--- src/hw/rtl/hyl_pkg.sv ---
`timescale 1ns / 1ps
// hyl_pkg: widths, calendar constants, reciprocal constants and shared types
// for the hebrew year start and length unit. Depends on nothing.

package hyl_pkg;

	// field and internal widths
	localparam int YEAR_BITS  = 15;
	localparam int DAY_BITS   = 24;
	localparam int LEN_BITS   = 9;
	localparam int KIND_BITS  = 3;
	localparam int DIGIT_BITS = 4;
	localparam int CYC_BITS   = 5;
	localparam int WD_BITS    = 3;
	localparam int HR_BITS    = 5;
	localparam int MON_BITS   = YEAR_BITS + 4;
	localparam int HOUR_BITS  = MON_BITS + 4;
	localparam int DAYC_BITS  = MON_BITS + 5;
	localparam int PART_BITS  = 20;
	localparam int REM_BITS   = 11;
	localparam int DPART_BITS = 15;
	localparam int OFS_BITS   = 8;

	// pipeline stages in one year lane, front end excluded
	localparam int LANE_STAGES = 10;

	// calendar constants
	localparam int YEARS_PER_CYCLE  = 19;
	localparam int MONTHS_PER_CYCLE = 235;
	localparam int MONTHS_PER_YEAR  = 12;
	localparam int PARTS_PER_HOUR   = 1080;
	localparam int HOURS_PER_DAY    = 24;
	localparam int DAYS_PER_WEEK    = 7;
	localparam int MONTH_DAYS       = 29;
	localparam int MONTH_HOURS      = 12;
	localparam int MONTH_PARTS      = 793;
	localparam int EPOCH_HOURS      = 5;
	localparam int EPOCH_PARTS      = 204;
	localparam int CYC_LAST         = YEARS_PER_CYCLE - 1;
	localparam int LEN_COMMON_MAX   = 355;
	localparam int LEN_DIGIT_BASE   = 10;

	// postponement thresholds in parts of a day
	localparam logic [DPART_BITS-1:0] PARTS_NOON      = DPART_BITS'(19440);
	localparam logic [DPART_BITS-1:0] PARTS_TUE_LIMIT = DPART_BITS'(9924);
	localparam logic [DPART_BITS-1:0] PARTS_MON_LIMIT = DPART_BITS'(16789);

	// weekday codes of day count modulo seven
	localparam logic [WD_BITS-1:0] WD_SUN = 3'd0;
	localparam logic [WD_BITS-1:0] WD_MON = 3'd1;
	localparam logic [WD_BITS-1:0] WD_TUE = 3'd2;
	localparam logic [WD_BITS-1:0] WD_WED = 3'd3;
	localparam logic [WD_BITS-1:0] WD_FRI = 3'd5;
	localparam logic [WD_BITS-1:0] WD_SAT = 3'd6;

	// year kind codes before the leap offset
	localparam logic [KIND_BITS-1:0] KIND_DEFICIENT = 3'd0;
	localparam logic [KIND_BITS-1:0] KIND_REGULAR   = 3'd1;
	localparam logic [KIND_BITS-1:0] KIND_COMPLETE  = 3'd2;
	localparam logic [KIND_BITS-1:0] KIND_LEAP_OFS  = 3'd3;

	localparam logic [DIGIT_BITS-1:0] DIGIT_SHORT = 4'd3;
	localparam logic [DIGIT_BITS-1:0] DIGIT_LONG  = 4'd5;

	// reciprocal for division by 19 of a year number
	localparam int R19_SHIFT   = YEAR_BITS + 5;
	localparam int R19_BITS    = YEAR_BITS + 1;
	localparam int PROD19_BITS = 2 * YEAR_BITS + 1;
	localparam int Q19_BITS    = YEAR_BITS - 4;
	localparam logic [R19_BITS-1:0] R19_MUL =
		R19_BITS'(((64'd1 << R19_SHIFT) + 64'd18) / 64'd19);

	// reciprocal for division by 1080 of a month count
	localparam int RM_SHIFT   = MON_BITS + 11;
	localparam int RM_BITS    = MON_BITS + 1;
	localparam int PRODM_BITS = 2 * MON_BITS + 1;
	localparam int A_BITS     = MON_BITS - 10;
	localparam logic [RM_BITS-1:0] RM_MUL =
		RM_BITS'(((64'd1 << RM_SHIFT) + 64'd1079) / 64'd1080);

	// reciprocal for division by 1080 of the parts sum
	localparam int RP_SHIFT   = PART_BITS + 11;
	localparam int RP_BITS    = PART_BITS + 1;
	localparam int PRODP_BITS = 2 * PART_BITS + 1;
	localparam int PQ_BITS    = PART_BITS - 10;
	localparam logic [RP_BITS-1:0] RP_MUL =
		RP_BITS'(((64'd1 << RP_SHIFT) + 64'd1079) / 64'd1080);

	// reciprocal for division by 3 of hours over eight (hours / 24)
	localparam int H3_BITS    = HOUR_BITS - 3;
	localparam int R3_SHIFT   = H3_BITS + 2;
	localparam int R3_BITS    = H3_BITS + 1;
	localparam int PRODH_BITS = 2 * H3_BITS + 1;
	localparam int HD_BITS    = H3_BITS - 1;
	localparam logic [R3_BITS-1:0] R3_MUL =
		R3_BITS'(((64'd1 << R3_SHIFT) + 64'd2) / 64'd3);

	// reciprocal for division by 7 of a day count
	localparam int R7_SHIFT   = DAYC_BITS + 3;
	localparam int R7_BITS    = DAYC_BITS + 1;
	localparam int PRODD_BITS = 2 * DAYC_BITS + 1;
	localparam int Q7_BITS    = DAYC_BITS - 2;
	localparam logic [R7_BITS-1:0] R7_MUL =
		R7_BITS'(((64'd1 << R7_SHIFT) + 64'd6) / 64'd7);

	// reciprocal for division by 10 of a year length
	localparam int R10_SHIFT   = LEN_BITS + 4;
	localparam int R10_BITS    = LEN_BITS + 1;
	localparam int PRODL_BITS  = 2 * LEN_BITS + 1;
	localparam int Q10_BITS    = LEN_BITS - 3;
	localparam logic [R10_BITS-1:0] R10_MUL =
		R10_BITS'(((64'd1 << R10_SHIFT) + 64'd9) / 64'd10);

	// one year lane request: months before the year and its leap context
	typedef struct packed {
		logic [MON_BITS-1:0] months;
		logic                leap_this;
		logic                leap_prev;
	} lane_in_t;

	// leap context carried along a lane
	typedef struct packed {
		logic leap_this;
		logic leap_prev;
	} lane_flags_t;

	// per item side information that bypasses the lanes
	typedef struct packed {
		logic leap_year;
		logic year_ok;
	} side_t;

	// leap test on a year number modulo 19
	function automatic logic is_leap_res(input logic [CYC_BITS-1:0] res);
		logic leap;
		case (res) inside
			5'd0, 5'd3, 5'd6, 5'd8, 5'd11, 5'd14, 5'd17: leap = 1'b1;
			default: leap = 1'b0;
		endcase
		return leap;
	endfunction

	// months elapsed inside the current 19-year cycle
	function automatic logic [OFS_BITS-1:0] cycle_months(input logic [CYC_BITS-1:0] cyc);
		logic [OFS_BITS-1:0] extra;
		case (cyc) inside
			[5'd0:5'd2]:   extra = 8'd0;
			[5'd3:5'd5]:   extra = 8'd1;
			[5'd6:5'd7]:   extra = 8'd2;
			[5'd8:5'd10]:  extra = 8'd3;
			[5'd11:5'd13]: extra = 8'd4;
			[5'd14:5'd16]: extra = 8'd5;
			[5'd17:5'd18]: extra = 8'd6;
			default:       extra = 8'd0;
		endcase
		return (OFS_BITS'(cyc) * OFS_BITS'(MONTHS_PER_YEAR)) + extra;
	endfunction

endpackage

--- src/hw/rtl/hyl_front.sv ---
`timescale 1ns / 1ps
// hyl_front: three stage front end, year number to month counts of this and
// the next year plus leap context. Depends on hyl_pkg.

module hyl_front (
	input  logic                             clk,
	input  logic                             arst_n,
	input  logic                             in_valid,
	input  logic [hyl_pkg::YEAR_BITS-1:0]    year_number,
	output logic                             out_valid,
	output hyl_pkg::lane_in_t                lane_this,
	output hyl_pkg::lane_in_t                lane_next,
	output hyl_pkg::side_t                   side
);

	logic                               valid_s1, valid_s2, valid_s3;
	logic [hyl_pkg::YEAR_BITS-1:0]      prev_c;
	logic [hyl_pkg::YEAR_BITS-1:0]      prev_s1;
	logic [hyl_pkg::PROD19_BITS-1:0]    prod_s1;
	logic                               ok_s1, ok_s2;
	logic [hyl_pkg::Q19_BITS-1:0]       q_c, q_s2;
	logic [hyl_pkg::CYC_BITS-1:0]       cyc_c, cyc_s2;
	logic [hyl_pkg::CYC_BITS-1:0]       res_y_c, res_y1_c;
	logic                               leap_prev_c, leap_y_c, leap_y1_c;
	logic [hyl_pkg::MON_BITS-1:0]       months0_c, months1_c;
	hyl_pkg::lane_in_t                  lane_this_s3, lane_next_s3;
	hyl_pkg::side_t                     side_s3;

	// valid bits
	always_ff @(posedge clk or negedge arst_n) begin
		if (!arst_n) begin
			valid_s1 <= 1'b0;
			valid_s2 <= 1'b0;
			valid_s3 <= 1'b0;
		end else begin
			valid_s1 <= in_valid;
			valid_s2 <= valid_s1;
			valid_s3 <= valid_s2;
		end
	end

	// stage 1: previous year times reciprocal of 19
	assign prev_c = year_number - hyl_pkg::YEAR_BITS'(1);

	always_ff @(posedge clk) begin
		prev_s1 <= prev_c;
		prod_s1 <= hyl_pkg::PROD19_BITS'(prev_c) * hyl_pkg::PROD19_BITS'(hyl_pkg::R19_MUL);
		ok_s1   <= (year_number != '0);
	end

	// stage 2: whole cycles and position in the cycle
	assign q_c   = prod_s1[hyl_pkg::R19_SHIFT +: hyl_pkg::Q19_BITS];
	assign cyc_c = hyl_pkg::CYC_BITS'(prev_s1 - hyl_pkg::YEAR_BITS'(q_c)
		* hyl_pkg::YEAR_BITS'(hyl_pkg::YEARS_PER_CYCLE));

	always_ff @(posedge clk) begin
		q_s2   <= q_c;
		cyc_s2 <= cyc_c;
		ok_s2  <= ok_s1;
	end

	// stage 3: month counts and leap context
	always_comb begin
		res_y_c  = (cyc_s2 == hyl_pkg::CYC_BITS'(hyl_pkg::CYC_LAST)) ? '0
			: cyc_s2 + hyl_pkg::CYC_BITS'(1);
		res_y1_c = (cyc_s2 >= hyl_pkg::CYC_BITS'(hyl_pkg::CYC_LAST - 1))
			? cyc_s2 - hyl_pkg::CYC_BITS'(hyl_pkg::CYC_LAST - 1)
			: cyc_s2 + hyl_pkg::CYC_BITS'(2);
		leap_prev_c = hyl_pkg::is_leap_res(cyc_s2);
		leap_y_c    = hyl_pkg::is_leap_res(res_y_c);
		leap_y1_c   = hyl_pkg::is_leap_res(res_y1_c);
		months0_c = hyl_pkg::MON_BITS'(q_s2) * hyl_pkg::MON_BITS'(hyl_pkg::MONTHS_PER_CYCLE)
			+ hyl_pkg::MON_BITS'(hyl_pkg::cycle_months(cyc_s2));
		months1_c = months0_c + hyl_pkg::MON_BITS'(hyl_pkg::MONTHS_PER_YEAR)
			+ hyl_pkg::MON_BITS'(leap_y_c);
	end

	always_ff @(posedge clk) begin
		lane_this_s3 <= '{months: months0_c, leap_this: leap_y_c, leap_prev: leap_prev_c};
		lane_next_s3 <= '{months: months1_c, leap_this: leap_y1_c, leap_prev: leap_y_c};
		side_s3      <= '{leap_year: leap_y_c, year_ok: ok_s2};
	end

	assign out_valid = valid_s3;
	assign lane_this = lane_this_s3;
	assign lane_next = lane_next_s3;
	assign side      = side_s3;

endmodule

--- config.mk ---
export PLATFORM = sky130hd
export DESIGN_NAME = hyl_front
export DESIGN_NICKNAME = d
export VERILOG_FILES = /design/src/hw/rtl/hyl_pkg.sv /design/src/hw/rtl/hyl_front.sv
export SDC_FILE = /design/constraint.sdc
export NUM_CORES = 1
export LEC_CHECK = 0
export BUFFER_PORTS_ARGS = -buffer_cell sky130_fd_sc_hd__buf_4
export CORE_ASPECT_RATIO = 0.6
export CORE_MARGIN = 4
export CORE_UTILIZATION = 47
export DETAILED_ROUTE_END_ITERATION = 10
export PLACE_DENSITY = 0.65
export REMOVE_ABC_BUFFERS = 1
export SLEW_MARGIN = 40
export SYNTH_ARGS = -nofsm -noshare
export SYNTH_HDL_FRONTEND = slang
export SYNTH_SLANG_ARGS = --single-unit
--- constraint.sdc ---
create_clock -name clk -period 9.2 [get_ports clk]
set_clock_uncertainty 0.15 [all_clocks]
set_input_delay 0 -clock clk [delete_from_list [all_inputs] [get_ports clk]]
set_output_delay 0 -clock clk [all_outputs]
set_load 0.005 [all_outputs]
==> qor.yml, run 1 <==
synth:
  yosys.area.top_type: "fa_1"
  async_flop_share_pct: 3.80
  synth_edf_count: 0
  yosys_warnings: 0
  synth.most_common_cell: "inv_1"
  synth_area_um2: 10100
  synth.top_cell.area_share_pct: 25.8
  synth_cell_types: 64
  synth.area.top_cells: "fa_1 (26%), ha_1 (26%), dfxtp_1 (15%)"
  syn_area_per_cell_um2: 9.99
  ys_seq_area_share_pct: 15.8
  netlist_instances: 1009
  synth_top_flop_cell: "dfxtp_1"
  synth_common_cells: "inv_1 (223), ha_1 (208), fa_1 (130), dfxtp_1 (76), xnor2_1 (53)"
  ys_ff_latch: 79
cells_and_area:
  area_delta_synth_final_pct: 11.7
  register_area_um2: 1600
  fin_nets: 1438
  multiInputGateArea_um2: 7600
  final_layout_size_suffix_gt1_share_pct: 9.48
  fillers: 1895
floorplanning:
  io_pins: 63
  die_y_um: 121
  die-area_um2: 23900
  start_util_pct: 47.9
  core_um2: 21000
  die_w_um: 197
  rows: 41
setup_path:
  criticalPathCategory: "flop to flop"
  reg2reg_to: "lane_next[20]$_DFF_P_"
  required_ns: 9.29
  path_max_fanout: 20
  worst_setup_path_end_kind: "flop"
  r2r.worst_path.cells: 25
  crit_path_start_kind: "flop"
  timing.rr.start: "cyc_s2[4]$_DFF_P_"
  regToRegSetupSlack_ns: 1.50
  cp.arrival_ns: 7.78
clock_tree:
  post_cts_buffers: 0
  root_buffer: "clkbuf_16"
  path_clk_slew_ns: 0.07
  clockBufferDepth: 2
  cts_tree: "yes"
  clock_sinks: 79
  cts_buffers: 9
  clk_latency_ns: 0.35
  htree_levels: 3
timing:
  hold_viol: 0
  fin_tns_setup_ns: 0
  rsz0062_at_grt: "no"
  period_minus_slack_ns: 7.70
  fmax_ghz: 0.130
  worst_slew_pin_slew_ns: 0.807
  fin_crit_sh_pct: 83.6
  maxSlewViolCount: 0
  whs_ns: 0.127
  max_slew_margin_pct: 45.7
  setup_violations: 0
placement:
  portBuffers: 62
  dpl.hpwl_mm: 17.7
  gp_congestion: 0.889
grt:
  grt_pass1_wl_mm: 34.5
  grt_start_max_net_pins: 21
  grtUsageTotal_pct: 18.0
  overflow: 0
  grt_pass1_vias: 6655
  antenna_found_initial: 0
worst_hold_path:
  hold_class: "primary input to flop"
  min_from: "year_number[1]"
  hold_depth: 4
  holdPathEnd: "prod_s1[1]$_DFF_P_"
route:
  dr.pass1.iters: 5
  drcViolationCount: 0
  vias: 6931
  drt-initial-drc-count: 433
  drtAntennaViolNets: 0
  finalWirelength_mm: 20.4
  routedWlPerCell_um: 15.0
  viasPerCell: 5.07
job:
  cap_viol_max_count: 0
outcome:
  status: "complete, no violations"
==> metrics by stage <==
stage	setup WS, ns	cell area [um^2]	utilization [%]	cells
2_1_floorplan	2.65	10000	-	996
3_3_place_gp	1.82	10900	51.6	1340
3_5_place_dp	1.66	10900	51.7	1340
4_1_cts	1.61	11300	53.5	1366
5_1_grt	1.05	11300	53.5	1366
6_report	1.50	11300	53.5	1367
==> per-layer routing <==
metal  share of wire (%)  track usage (%)  up-vias
met1                  55             30.0     3337
met2                  38             23.2      165
li1                    -                -     3421
met4                0.72             3.77        0
met3                 6.7             3.86        8
met5                   0                0        -
==> cells in the final DEF, fill, tap and decap left out, types with 3 or more instances in the layout <==
| cell | synthesis | layout |
|---|---|---|
| and2_1 | 3 | 3 |
| ha_1 | 208 | 208 |
| clkbuf_16 | 0 | 9 |
| inv_6 | 0 | 3 |
| inv_1 | 223 | 223 |
| nand2_1 | 37 | 37 |
| nor4_2 | 3 | 3 |
| o31a_1 | 3 | 3 |
| or2_2 | 6 | 6 |
| a21oi_1 | 29 | 29 |
| or3_1 | 4 | 4 |
| a211o_1 | 3 | 3 |
| o21a_1 | 6 | 6 |
| nor3_1 | 18 | 18 |
| nor2_1 | 27 | 27 |
| and3_1 | 8 | 8 |
| dfxtp_1 | 76 | 76 |
| o211ai_1 | 3 | 3 |
| a22oi_1 | 6 | 6 |
| xnor2_1 | 53 | 52 |
| mux2i_1 | 3 | 3 |
| o21ai_0 | 25 | 25 |
| xor2_1 | 26 | 26 |
| nand3_1 | 7 | 7 |
| nor4_1 | 5 | 5 |
| nand4_1 | 15 | 15 |
| a21o_1 | 13 | 13 |
| dlygate4sd3_1 | 0 | 10 |
| nor2b_1 | 6 | 6 |
| a31oi_1 | 4 | 4 |
| dfrtp_1 | 3 | 3 |
| fa_1 | 130 | 130 |
| buf_4 | 2 | 65 |
| nand3b_1 | 4 | 4 |
| a211oi_1 | 3 | 3 |
==> repair_timing <==
| item | 4_1_cts | 5_1_grt |
|---|---|---|
| gates resized for setup | 0 | 0 |
| endpoints found under the setup margin | 0 | 0 |
| hold endpoints to repair | 9 | 0 |
| hold buffers | 10 | 0 |
==> worst max path at each step <==
stage,startpoint,to
2_1_floorplan,cyc_s2[4]$_DFF_P_,lane_next[20]$_DFF_P_
3_3_place_gp,cyc_s2[4]$_DFF_P_,lane_next[20]$_DFF_P_
3_5_place_dp,cyc_s2[4]$_DFF_P_,lane_next[20]$_DFF_P_
4_1_cts,cyc_s2[4]$_DFF_P_,lane_next[20]$_DFF_P_
5_1_grt,cyc_s2[4]$_DFF_P_,lane_next[20]$_DFF_P_
6_report,cyc_s2[4]$_DFF_P_,lane_next[20]$_DFF_P_
==> registers in the layout (all words and copies together), names as in the netlist <==
name and cells:
lane_next 20, valid_s2 1, lane_this 20, prod_s1 13, valid_s1 1, cyc_s2 5
out_valid 1, ok_s2 1, side 2, ok_s1 1, q_s2 11, prev_s1 3
==> cell type report <==
class	instances	area share (%)
diodes	1	0.0222
clock buffers	10	2.12
clock inverters	6	0.456
inverters	223	7.43
multi-input cells	694	67.5
flip-flops and latches	79	14.2
well taps	279	3.10
repair buffers	75	5.22
==> logic make-up after synthesis <==
| kind of cell | synth area share [%] |
|---|---|
| compound gates | 8.29 |
| xor+xnor | 6.86 |
| fa+ha+maj | 51.6 |
| buf+inv | 8.88 |
| flops | 15.8 |
| mux | 0.410 |
| simple gates | 8.08 |
==> worst max-delay path, cell delays in order (launching register included) <==
cell	delay, ns
dfxtp_1	0.73
inv_1	0.33
ha_1	0.32
nand2_1	0.07
a22oi_1	0.06
or3_1	0.36
and3b_1	0.18
nor3b_1	0.21
ha_1	0.21
nor2b_1	0.18
nand4_1	0.13
xnor2_1	0.20
fa_1	0.44
ha_1	0.31
fa_1	0.48
inv_1	0.05
fa_1	0.53
inv_1	0.04
ha_1	0.37
and3_1	0.24
a221oi_1	0.56
xnor2_1	0.30
nand4_1	0.22
nor4_2	0.53
nand4_1	0.21
xnor2_1	0.16
Power of run 1 is not shown: default switching activity piles up to over one toggle a cycle in this logic, so the estimate is an artifact.
==> inputs of run 2 (changes only) <==
--- a/config.mk
+++ b/config.mk
@@ -5,12 +5,13 @@
 export SDC_FILE = /design/constraint.sdc
 export NUM_CORES = 1
 export LEC_CHECK = 0
+export ABC_AREA = 1
 export BUFFER_PORTS_ARGS = -buffer_cell sky130_fd_sc_hd__buf_4
 export CORE_ASPECT_RATIO = 0.6
 export CORE_MARGIN = 4
 export CORE_UTILIZATION = 47
 export DETAILED_ROUTE_END_ITERATION = 10
-export PLACE_DENSITY = 0.65
+export PLACE_DENSITY = 0.68
 export REMOVE_ABC_BUFFERS = 1
 export SLEW_MARGIN = 40
 export SYNTH_ARGS = -nofsm -noshare
==> constraint.sdc (replaced) <==
create_clock -name clk -period 6.7 [get_ports clk]
set_clock_uncertainty 0.15 [all_clocks]
set_input_delay 0 -clock clk [delete_from_list [all_inputs] [get_ports clk]]
set_output_delay 0 -clock clk [all_outputs]
set_load 0.005 [all_outputs]
==> qor.yml, run 2 <==
outcome:
  status: "complete, no violations"
clock_tree:
  clk_latency_ns: 0.35
  root_buffer: "clkbuf_16"
  path_clk_slew_ns: 0.06
  cts_buffers: 9
  clockBufferDepth: 2
  clock_sinks: 79
  cts_tree: "yes"
  htree_levels: 3
timing:
  fmax_ghz: 0.159
  setup_violations: 0
  setup_ws_ns: 0.410
  period_minus_slack_ns: 6.29
  hold_viol: 0
  max_slew_margin_pct: 66.6
  rsz0062_at_grt: "yes"
  fin_crit_sh_pct: 93.9
  maxSlewViolCount: 0
  worst_slew_pin_slew_ns: 0.501
route:
  drcViolationCount: 0
  drt-initial-drc-count: 611
  dr.pass1.iters: 5
  routedWlPerCell_um: 14.6
  drtAntennaViolNets: 0
  finalWirelength_mm: 24.3
  viasPerCell: 4.90
  vias: 8151
cells_and_area:
  fin_util_pct: 54.5
  diodes: 0
  final_layout_size_suffix_gt1_share_pct: 11.6
  area_delta_synth_final_pct: 12.1
  fin_nets: 1708
  layout_common_cells: "inv_1 (293), ha_1 (206), nand2_1 (190)"
  layout_commonest_cell: "inv_1"
setup_path:
  criticalPathCategory: "primary input to flop"
  crit_path_start_kind: "primary input"
  path_max_fanout: 6
  required_ns: 6.82
  worst_setup_path_end_kind: "flop"
  cp.arrival_ns: 6.41
placement:
  post-place-ws_ns: 0.453
  gp_congestion: 0.954
  portBuffers: 62
  dpl.hpwl_mm: 21.2
grt:
  overflow: 0
  grt_pass1_wl_mm: 41.3
  grt_start_max_net_pins: 15
  grt_pass1_vias: 8181
  antenna_found_initial: 0
  grtUsageTotal_pct: 19.9
synth:
  synth.area.top_cells: "fa_1 (24%), ha_1 (24%), dfxtp_1 (14%)"
  synth_cell_types: 45
  synth-simple-area-share_pct: 16.3
  synth_common_cells: "inv_1 (295), ha_1 (208), nand2_1 (190), fa_1 (130), dfxtp_1 (76)"
  yosys.area.top_type: "fa_1"
  ys_ff_latch: 79
  yosys_warnings: 0
  synth.top_cell.area_share_pct: 23.9
  synth_top_flop_cell: "dfxtp_1"
  synth_area_um2: 10900
  netlist_instances: 1268
  muxShareOfSynthArea_pct: 0
  synth_edf_count: 0
  synthAdderAreaFrac_pct: 47.8
  synth_compound_area_share_pct: 5.41
  synth_top_family_by_area: "adder cells"
  syn_area_per_cell_um2: 8.58
  async_flop_share_pct: 3.80
  synth_xor_area_share_pct: 5.07
  ys_seq_area_share_pct: 14.7
  synth.most_common_cell: "inv_1"
job:
  cap_viol_max_count: 0
floorplanning:
  die_y_um: 126
  io_pins: 63
  die_w_um: 204
  die-area_um2: 25700
  start_util_pct: 48.6
  rows: 42
  core_um2: 22400
worst_hold_path:
  hold_class: "primary input to flop"
==> run 2: changes by cell type in the layout (fill, tap and decap cells not counted), sizes merged, moves of 16 or more <==
cell,delta
inv,+79
xor2,+20
nand2,+180
a21oi,+16
xnor2,-36
nand3,+51
nor2,+44
==> run 2: worst paths after layout <==
kind | start | endpoint | slack [ns] | depth (start not counted)
max in group asynchronous | arst_n | out_valid$_DFF_PN0_ | 5.89 | 3
max reg2reg | cyc_s2[1]$_DFF_P_ | lane_next[19]$_DFF_P_ | 0.48 | 32
max | year_number[0] | prod_s1[29]$_DFF_P_ | 0.41 | 26
min reg2reg | prod_s1[25]$_DFF_P_ | q_s2[5]$_DFF_P_ | 0.18 | 0
min | year_number[3] | prev_s1[3]$_DFF_P_ | 0.1 | 3
min in group asynchronous | arst_n | valid_s2$_DFF_PN0_ | 0.37 | 3
==> run 2: layout make-up <==
type | count | area (um^2)
well taps | 308 | 385
clock inverters | 5 | 40.0
clock buffers | 11 | 254
repair buffers | 78 | 606
multi-input cells | 880 | 8170
flip-flops and latches | 79 | 1600
inverters | 304 | 1140
fillers | 2079 | 10200
==> run 2: per-layer routing <==
layer	track usage [%]	wire, um	vias up
met3	5.09	2130	9
li1	-	-	4094
met2	24.8	8540	237
met4	2.76	130	0
met5	0	0	-
met1	34.0	13500	3811
==> run 2: cell families after synthesis <==
group / count (synthesis)
AO/OA/AOI/OAI: 101
XOR/XNOR: 63
adder cells (fa/ha/maj): 338
buffers and inverters: 309
flip-flops: 79
AND/OR/NAND/NOR: 378
==> run 2: what timing repair did <==
| item | 4_1_cts | 5_1_grt |
|---|---|---|
| hold endpoints to repair | 7 | 0 |
| endpoints found under the setup margin | 0 | 12 |
| gates resized for setup | 0 | 15 |
| hold buffers | 8 | 0 |
| buffers inserted | 0 | 1 |
==> run 2: worst max-delay path, cell delays in order <==
cell           delay (ns)
dlygate4sd3_1        0.54
buf_4                0.15
inv_2                0.16
ha_1                 0.21
nand2_1              0.13
xor2_1               0.22
buf_4                0.18
inv_1                0.19
fa_1                 0.60
inv_1                0.06
fa_1                 0.48
inv_1                0.06
fa_1                 0.52
fa_1                 0.45
fa_1                 0.59
fa_1                 0.44
ha_1                 0.34
nand2_1              0.12
nor2_1               0.14
nand4_1              0.09
o21ai_0              0.24
nand2_1              0.09
nand2_1              0.13
nand2_1              0.07
nand2_1              0.07
xor2_1               0.16
==> run 2: metrics by stage <==
step                hold slack (ns)  area (um^2)  TNS (ns)  std cells
floorplan                    -0.446        10900         0       1263
global placement             -0.360        11800         0       1640
detailed placement           -0.359        11800         0       1640
CTS                          0.0841        12100         0       1664
global route                  0.139        12200   -0.0115       1665
finish                       0.0971        12200         0       1665
Power of run 2 is left out for the same reason.
==> inputs of run 3 (changes only) <==
--- a/config.mk
+++ b/config.mk
@@ -7,11 +7,13 @@
 export LEC_CHECK = 0
 export ABC_AREA = 1
 export BUFFER_PORTS_ARGS = -buffer_cell sky130_fd_sc_hd__buf_4
+export CELL_PAD_IN_SITES_DETAIL_PLACEMENT = 1
+export CELL_PAD_IN_SITES_GLOBAL_PLACEMENT = 1
 export CORE_ASPECT_RATIO = 0.6
 export CORE_MARGIN = 4
-export CORE_UTILIZATION = 47
+export CORE_UTILIZATION = 44
 export DETAILED_ROUTE_END_ITERATION = 10
-export PLACE_DENSITY = 0.68
+export PLACE_DENSITY = 0.8
 export REMOVE_ABC_BUFFERS = 1
 export SLEW_MARGIN = 40
 export SYNTH_ARGS = -nofsm -noshare
==> qor.yml, run 3 (same netlist as run 2, synthesis figures left out) <==
clock_tree:
  clock_sinks: 79
  clockBufferDepth: 2
  clk_latency_ns: 0.37
  cts_buffers: 9
  post_cts_buffers: 0
  htree_levels: 3
  cts_tree: "yes"
  path_clk_slew_ns: 0.07
  root_buffer: "clkbuf_16"
floorplanning:
  die-area_um2: 27400
  io_pins: 63
  core_um2: 24300
  die_w_um: 211
  rows: 44
  start_util_pct: 44.8
  die_y_um: 130
setup_path:
  crit_top_cell: "nand2_1"
  cp.arrival_ns: 6.46
  r2r.worst_path.cells: 32
  required_ns: 6.81
  worst_setup_path_end_kind: "flop"
  crit_slowest_cell: "fa_1"
  path_max_fanout: 8
  regToRegSetupSlack_ns: 0.35
  timing.rr.start: "cyc_s2[3]$_DFF_P_"
  criticalPathCategory: "flop to flop"
  reg2reg_to: "lane_next[20]$_DFF_P_"
  slowest_delay_ns: 0.55
  crit_path_start_kind: "flop"
route:
  vias: 8627
  dr.pass1.iters: 5
  drtAntennaViolNets: 0
  viasPerCell: 5.14
  finalWirelength_mm: 30.6
  routedWlPerCell_um: 18.2
  drcViolationCount: 0
  drt-initial-drc-count: 475
job:
  cap_viol_max_count: 0
cells_and_area:
  fin_util_pct: 50.5
  final_layout_size_suffix_gt1_share_pct: 11.3
  layout_common_cells: "inv_1 (295), ha_1 (207), nand2_1 (190)"
  fillers: 2903
  area_delta_synth_final_pct: 12.8
  layout_commonest_cell: "inv_1"
  fin_nets: 1709
  diodes: 0
timing:
  period_minus_slack_ns: 6.35
  fin_crit_sh_pct: 94.7
  max_slew_margin_pct: 63.9
  worst_slew_pin_slew_ns: 0.538
  hold_viol: 0
  setup_ws_ns: 0.355
  fmax_ghz: 0.158
  rsz0062_at_grt: "no"
  setup_violations: 0
  fin_tns_setup_ns: 0
  maxSlewViolCount: 0
worst_hold_path:
  hold_class: "primary input to flop"
  hold_depth: 3
  min_from: "year_number[3]"
  holdPathEnd: "prev_s1[3]$_DFF_P_"
grt:
  grt_start_max_net_pins: 15
  antenna_found_initial: 0
  grt_pass1_vias: 9457
  overflow: 0
  grtUsageTotal_pct: 23.2
  grt_pass1_wl_mm: 50.1
placement:
  gp_congestion: 0.929
  portBuffers: 62
  dpl.hpwl_mm: 26.1
  post-place-ws_ns: 0.101
outcome:
  status: "complete, no violations"
-- run 3: how the worst max path moves through the flow --
| stage | start | cells past startpoint | end |
|---|---|---|---|
| finish | cyc_s2[3]$_DFF_P_ | 32 | lane_next[20]$_DFF_P_ |
| global placement | year_number[0] | 26 | prod_s1[26]$_DFF_P_ |
| floorplan | year_number[0] | 25 | prod_s1[26]$_DFF_P_ |
| CTS | year_number[2] | 25 | prod_s1[26]$_DFF_P_ |
| global route | year_number[2] | 25 | prod_s1[26]$_DFF_P_ |
| detailed placement | year_number[0] | 26 | prod_s1[26]$_DFF_P_ |
-- run 3: layout make-up --
cell class              instances  area, um^2  share of cell area (%)
inverters                     304        1140                    9.30
well taps                     322         403                    3.28
repair buffers                 79         613                    5.00
flip-flops and latches         79        1600                    13.0
multi-input cells             880        8150                    66.4
clock buffers                   9         225                    1.84
clock inverters                 7         143                    1.16
-- run 3: metrics by stage --
stage | std cells | instance area (um^2) | hold WS, ns
after floorplan | 1263 | 10900 | -0.446
after global placement | 1656 | 11800 | -0.360
after detailed placement | 1656 | 11800 | -0.357
after CTS | 1680 | 12200 | 0.0635
after global routing | 1680 | 12300 | 0.135
final | 1680 | 12300 | 0.101
-- run 3: layer usage --
layer	global-route usage (%)	part of all wire, %
met5	0	0
met4	4.27	0.93
met3	5.17	6.4
met2	34.8	42
met1	34.7	51
-- run 3: repair_timing --
item                                    CTS  global route
hold buffers                              8             0
endpoints found under the hold margin     7             0
gates resized for setup                   0             8
endpoints found under the setup margin    0             9
-- run 3: worst max-delay path, delay by kind of cell, from the launching register on --
family,cells,cell delay [ns]
AO/OA/AOI/OAI,2,0.37
XOR/XNOR,1,0.19
adder cells (fa/ha/maj),8,2.82
buffers and inverters,5,0.54
flip-flops,1,0.38
AND/OR/NAND/NOR,16,1.75
Power of run 3 is left out for the same reason.
